==> src/hw/rtl/tdi_pkg.sv <==
// ----------------------------------------------------------------------------
// tdi_pkg
// Shared widths, codes and helpers of the tabulated dispersion interpolator.
// ----------------------------------------------------------------------------
package tdi_pkg;

	localparam int FRAC_BITS    = 16;
	localparam int GRID_DEPTH   = 1024;
	localparam int BUCKET_DEPTH = 1024;
	localparam int GAW          = $clog2(GRID_DEPTH);
	localparam int BAW          = $clog2(BUCKET_DEPTH);

	localparam int VAL_W  = 32;
	localparam int K_W    = 31;
	localparam int STEP_W = 31;
	localparam int IDX_W  = 10;
	localparam int TGT_W  = 10;
	localparam int LAST_W = 10;

	// unsigned divider: DIV_Q_W quotient bits, one per stage
	localparam int DIV_Q_W    = 32;
	localparam int DIV_DVD_W  = DIV_Q_W + FRAC_BITS;
	localparam int DIV_STAGES = DIV_Q_W;

	localparam int S_TDATA_W  = 120;
	localparam int S_TUSER_W  = 2;
	localparam int M_TDATA_W  = 64;
	localparam int M_TUSER_W  = 2;
	localparam int CFG_IDX_W  = 2;
	localparam int CFG_DATA_W = 32;

	localparam logic [1:0] REQ_GRID   = 2'd0;
	localparam logic [1:0] REQ_BUCKET = 2'd1;
	localparam logic [1:0] REQ_QUERY  = 2'd2;

	localparam logic [1:0] STAT_OK     = 2'd0;
	localparam logic [1:0] STAT_GRID   = 2'd1;
	localparam logic [1:0] STAT_BUCKET = 2'd2;

	localparam logic [CFG_IDX_W-1:0] CFG_STEP = 2'd0;
	localparam logic [CFG_IDX_W-1:0] CFG_MU   = 2'd1;
	localparam logic [CFG_IDX_W-1:0] CFG_LAST = 2'd2;

	localparam logic signed [63:0] SAT_HI = 64'sh0000_0000_7fff_ffff;
	localparam logic signed [63:0] SAT_LO = -64'sh0000_0000_8000_0000;

	function automatic logic signed [VAL_W-1:0] sat_val(input logic signed [63:0] v);
		if (v > SAT_HI)
			return SAT_HI[VAL_W-1:0];
		else if (v < SAT_LO)
			return SAT_LO[VAL_W-1:0];
		else
			return v[VAL_W-1:0];
	endfunction

endpackage

==> src/hw/rtl/tdi_div.sv <==
// ----------------------------------------------------------------------------
// tdi_div
// Pipelined restoring divider, one quotient bit per stage, with an overflow
// flag for quotients that do not fit in DIV_Q_W bits.
// ----------------------------------------------------------------------------
module tdi_div import tdi_pkg::*; (
	input  logic                 clk,
	input  logic                 en,
	input  logic [DIV_DVD_W-1:0] dvd,
	input  logic [DIV_Q_W-1:0]   dvs,
	output logic [DIV_Q_W-1:0]   quo,
	output logic                 ovf
);

	logic [DIV_Q_W-1:0] rem_q [DIV_STAGES];
	logic [DIV_Q_W-1:0] dq_q  [DIV_STAGES];
	logic [DIV_Q_W-1:0] dvs_q [DIV_STAGES];
	logic               ovf_q [DIV_STAGES];

	logic [DIV_Q_W-1:0] rem_in [DIV_STAGES];
	logic [DIV_Q_W-1:0] dq_in  [DIV_STAGES];
	logic [DIV_Q_W-1:0] dvs_in [DIV_STAGES];
	logic               ovf_in [DIV_STAGES];

	always_comb begin
		rem_in[0] = DIV_Q_W'(dvd[DIV_DVD_W-1:DIV_Q_W]);
		dq_in[0]  = dvd[DIV_Q_W-1:0];
		dvs_in[0] = dvs;
		// high part not below the divisor: quotient needs more bits
		ovf_in[0] = DIV_Q_W'(dvd[DIV_DVD_W-1:DIV_Q_W]) >= dvs;
		for (int i = 1; i < DIV_STAGES; i++) begin
			rem_in[i] = rem_q[i-1];
			dq_in[i]  = dq_q[i-1];
			dvs_in[i] = dvs_q[i-1];
			ovf_in[i] = ovf_q[i-1];
		end
	end

	for (genvar i = 0; i < DIV_STAGES; i++) begin : g_stage
		logic [DIV_Q_W:0] trial;
		logic             ge;

		assign trial = {rem_in[i], dq_in[i][DIV_Q_W-1]};
		assign ge    = trial >= {1'b0, dvs_in[i]};

		always_ff @(posedge clk) begin
			if (en) begin
				rem_q[i] <= ge ? DIV_Q_W'(trial - {1'b0, dvs_in[i]}) : trial[DIV_Q_W-1:0];
				dq_q[i]  <= {dq_in[i][DIV_Q_W-2:0], ge};
				dvs_q[i] <= dvs_in[i];
				ovf_q[i] <= ovf_in[i];
			end
		end
	end

	assign quo = dq_q[DIV_STAGES-1];
	assign ovf = ovf_q[DIV_STAGES-1];

endmodule

==> config.mk <==
export PLATFORM = sky130hd
export DESIGN_NAME = tdi_div
export DESIGN_NICKNAME = d
export VERILOG_FILES = /design/src/hw/rtl/tdi_pkg.sv /design/src/hw/rtl/tdi_div.sv
export SDC_FILE = /design/constraint.sdc
export NUM_CORES = 2
export LEC_CHECK = 0
export BUFFER_PORTS_ARGS = -buffer_cell sky130_fd_sc_hd__buf_2
export CAP_MARGIN = 5
export CORE_MARGIN = 10
export CORE_UTILIZATION = 50
export CTS_CLUSTER_DIAMETER = 60
export DETAILED_ROUTE_END_ITERATION = 16
export PLACE_DENSITY = 0.65
export SLEW_MARGIN = 20
export SYNTH_ARGS = -nofsm -noshare
export SYNTH_HDL_FRONTEND = slang
export SYNTH_SLANG_ARGS = --single-unit
==> constraint.sdc <==
create_clock -name clk -period 4.3 [get_ports clk]
set_input_delay 0.43 -clock clk [delete_from_list [all_inputs] [get_ports clk]]
set_output_delay 0.43 -clock clk [all_outputs]
set_load 0.05 [all_outputs]
==> run_results.csv <==
group,metric,value,unit
logic_synthesis,synth_top_area_share,59.1,%
setup_path,crit_type,"reg2reg",
global_routing,grt_pass1_wl,574000,microns
final_layout,area_delta_synth_final,12.6,%
placement,place_inst,16846,
logic_synthesis,ys_seq_area_share,59.1,%
floorplanning,rows,204,
clocking,clkTransAtPathRegs,0.07,ns
logic_synthesis,synth.avg_cell_area,12.2,sq um
logic_synthesis,async_flop_share,0,%
setup_path,worst_path_max_delay_cell,"edfxtp_1",
floorplanning,dieHeight,576,microns
global_routing,overflow,0,
floorplanning,ios,115,
setup_path,crit_arrival,4.80,ns
global_routing,antenna_found_initial,2,
floorplanning,start_util,50.1,%
setup_path,crit_fanout,33,
routing,drt_iter0_markers,7381,
final_layout,layout.nets,14296,
placement,io_buffers,114,
timing,tns,0,ns
timing,finalHoldViolCount,0,
setup_path,cp_top_family,"compound AO/OA/AOI/OAI gates",
floorplanning,design.core.area,0.308,sq mm
logic_synthesis,synth_area,0.155,sq mm
hold_path,hp-class,"in2reg",
clocking,cts_sinks,3040,
clocking,cts_buffer_depth,4,
power,ir_drop,0.392,mV
run,cap_violations,0,
timing,fin_crit_sh,96.1,%
timing,fin_worst_skew,0.0435,ns
setup_path,worstSetupStartpointType,"register",
logic_synthesis,synth.largest_area_cell,"edfxtp_1",
logic_synthesis,netlist_top_cells_area,"edfxtp_1, ha_1, a21oi_1",
routing,routed_wl,374000,microns
global_routing,grt_max_degree,160,
logic_synthesis,synth_common_cells,"edfxtp_1, inv_1, ha_1",
placement,post_dp_cell_area,0.162,sq mm
power,switching_share,36.5,%
setup_path,cp-end-kind,"register",
clocking,root_buffer,"clkbuf_16",
final_layout,postLayoutCellArea,0.174,sq mm
power,pwr-share-seq,35.6,%
logic_synthesis,synthFlopType,"edfxtp_1",
setup_path,required,4.97,ns
setup_path,max_stage_delay,0.41,ns
logic_synthesis,syn_inst,12688,
timing,relSlewSlack,24.9,%
timing,setup_viol,0,
placement,dp_hpwl,282000,microns
final_layout,final_cells,17560,
setup_path,path_buf_inv,2,
logic_synthesis,synth_nets,13826,
routing,drc,0,
routing,vias,99102,
clocking,cts_tree,"yes",
timing,fin_crit,4.13,ns
timing,fmax,0.242,GHz
floorplanning,fp.dieW,576,microns
outcome,outcome,"finished, final reports clean",
timing,grt_setup_unrepaired,"false",
global_routing,grt_pass1_vias,99201,
clocking,clock_latency,0.94,ns
power,p_sw,48.8,mW
routing,drtAntennaViolNets,0,
clocking,htreeDepth,5,
power,p_int,85.1,mW
global_routing,grt_use_total,21.8,%
clocking,cts_buffers,347,
routing,viasPerCell,5.64,
timing,tightest_slew,1.12,ns
routing,wl_per_cell,21.3,microns
setup_path,crit_chain,"inv_1 > ha_1 > a21oi_1 > o21ai_0 > nor3_1 > a211o_1 > o21a_1 > o21ai_0 > a21oi_1 > o31ai_2 > a31oi_1 > o21ai_4 > buf_12 > mux2_2",
logic_synthesis,ys_warn_count,0,
logic_synthesis,synth-seq-cells,3040,
power,powerDensity,769,mW/mm^2
power,p_leak,70.0,nW
power,clockPowerShare,22.3,%
floorplanning,die_area,0.332,sq mm
logic_synthesis,synth_most_common_cell,"edfxtp_1",
routing,drt_first_pass_iters,9,
logic_synthesis,synth_cell_types,92,
timing,maxSlewViolCount,0,
final_layout,drive_above_1_share,9.90,%
logic_synthesis,synth_edf_count,3040,
placement,gp_congestion,0.933,
power,power_frac_comb,42.2,%
## power by group through the flow
stage                     sequential [mW]  clock (mW)  combinational [mW]
after global routing                 48.1        31.8                62.5
after floorplan                      45.0           0                41.6
after global placement               48.2           0                54.8
after CTS                            47.7        30.6                56.1
after detailed placement             48.2           0                55.6
final                                47.6        29.8                56.5
## cell type report
cell class	count	area, sq um
flip-flops and latches	3040	91300
inverters	1243	4670
clock buffers	396	8950
clock inverters	230	2630
well taps	4120	5150
repair buffers	394	3470
fillers	25397	134000
multi-input cells	8132	57900
diodes	5	12.5
## cells in the final DEF, fill, tap and decap left out, drive strengths merged, types with 25 or more instances in the layout
| master | Yosys | layout |
|---|---|---|
| nand4 | 149 | 149 |
| clkinv | 0 | 133 |
| nor2b | 147 | 147 |
| clkbuf | 235 | 396 |
| xnor2 | 498 | 498 |
| and3 | 80 | 80 |
| nand3 | 199 | 199 |
| bufinv | 0 | 43 |
| o31a | 38 | 38 |
| or3 | 34 | 34 |
| xor2 | 336 | 336 |
| or2 | 28 | 28 |
| o21bai | 104 | 104 |
| inv | 1243 | 1282 |
| a21oi | 1002 | 1002 |
| a21boi | 36 | 36 |
| a221oi | 28 | 28 |
| nor3 | 128 | 128 |
| a21o | 517 | 517 |
| nor2 | 720 | 720 |
| and2 | 32 | 32 |
| o21a | 135 | 135 |
| o211ai | 39 | 39 |
| a211oi | 78 | 78 |
| fa | 31 | 31 |
| mux2 | 377 | 377 |
| o21ai | 830 | 830 |
| a31oi | 106 | 106 |
| nand2 | 859 | 859 |
| dlygate4sd3 | 0 | 81 |
| edfxtp | 3040 | 3040 |
| nor4 | 39 | 39 |
| nand2b | 135 | 135 |
| ha | 1025 | 1025 |
| a41oi | 25 | 25 |
| buf | 38 | 313 |
| o31ai | 66 | 66 |
## logic make-up after synthesis
family,Yosys count,synth area share (%)
muxes,400,2.96
adders and majority gates,1056,8.70
DFF,3040,59.1
AOI/OAI and AO/OA,3228,13.0
xor gates and xnor gates,834,4.73
buffers and inverters,1516,3.72
and+or+nand+nor,2614,7.85
## path summary, 6_finish.rpt
| kind | slack, ns | cells after the start | startpoint | endpoint |
|---|---|---|---|---|
| max reg2reg | 0.17 | 14 | dvs_q[1][198] | rem_q[1][227] |
| min reg2reg | 0.40 | 0 | dq_q[0][201] | dq_q[0][234] |
| min | 0.21 | 2 | dvd[29] | dq_q[0][30] |
| max | 0.17 | 14 | dvs_q[1][198] | rem_q[1][227] |
## state kept, by name, summed over array words and instances, names as in the netlist
name,cells
rem_q,992
dq_q,1024
dvs_q,992
ovf_q,32
## what timing repair did
action,4_1_cts,5_1_grt
hold endpoints to repair,104,0
hold buffers,81,0
cloned,0,0
buffers inserted,0,2
pin swaps,0,1
resized for setup,1,11
endpoints found under the setup margin,1,103
## worst register-to-register path, cell delays in order, from the launching register on
cell and delay, ns:
edfxtp_1 0.41, inv_1 0.07, ha_1 0.41, a21oi_1 0.12, o21ai_0 0.24, nor3_1 0.08
a211o_1 0.34, o21a_1 0.23, o21ai_0 0.34, a21oi_1 0.21, o31ai_2 0.39, a31oi_1 0.22
o21ai_4 0.20, buf_12 0.22, mux2_2 0.42
## routing by layer
layer	vias to the layer above	GRT usage, %	part of all wire (%)
li1	47762	-	-
met1	47984	25.6	40
met2	2471	39.8	51
met3	885	2.44	3.5
met4	0	10.2	5.4
met5	-	0	0
## through the flow
step	utilization (%)	setup slack (ns)	power [mW]	hold slack [ns]
2_1_floorplan	-	0.664	86.6	0.400
3_3_place_gp	52.4	-0.00803	103	0.400
3_5_place_dp	52.4	-0.0203	104	0.405
4_1_cts	56.4	0.0983	134	0.119
5_1_grt	56.4	0.00289	142	0.150
6_report	56.4	0.166	134	0.205
Note: power is estimated with default switching activity, not from simulation.
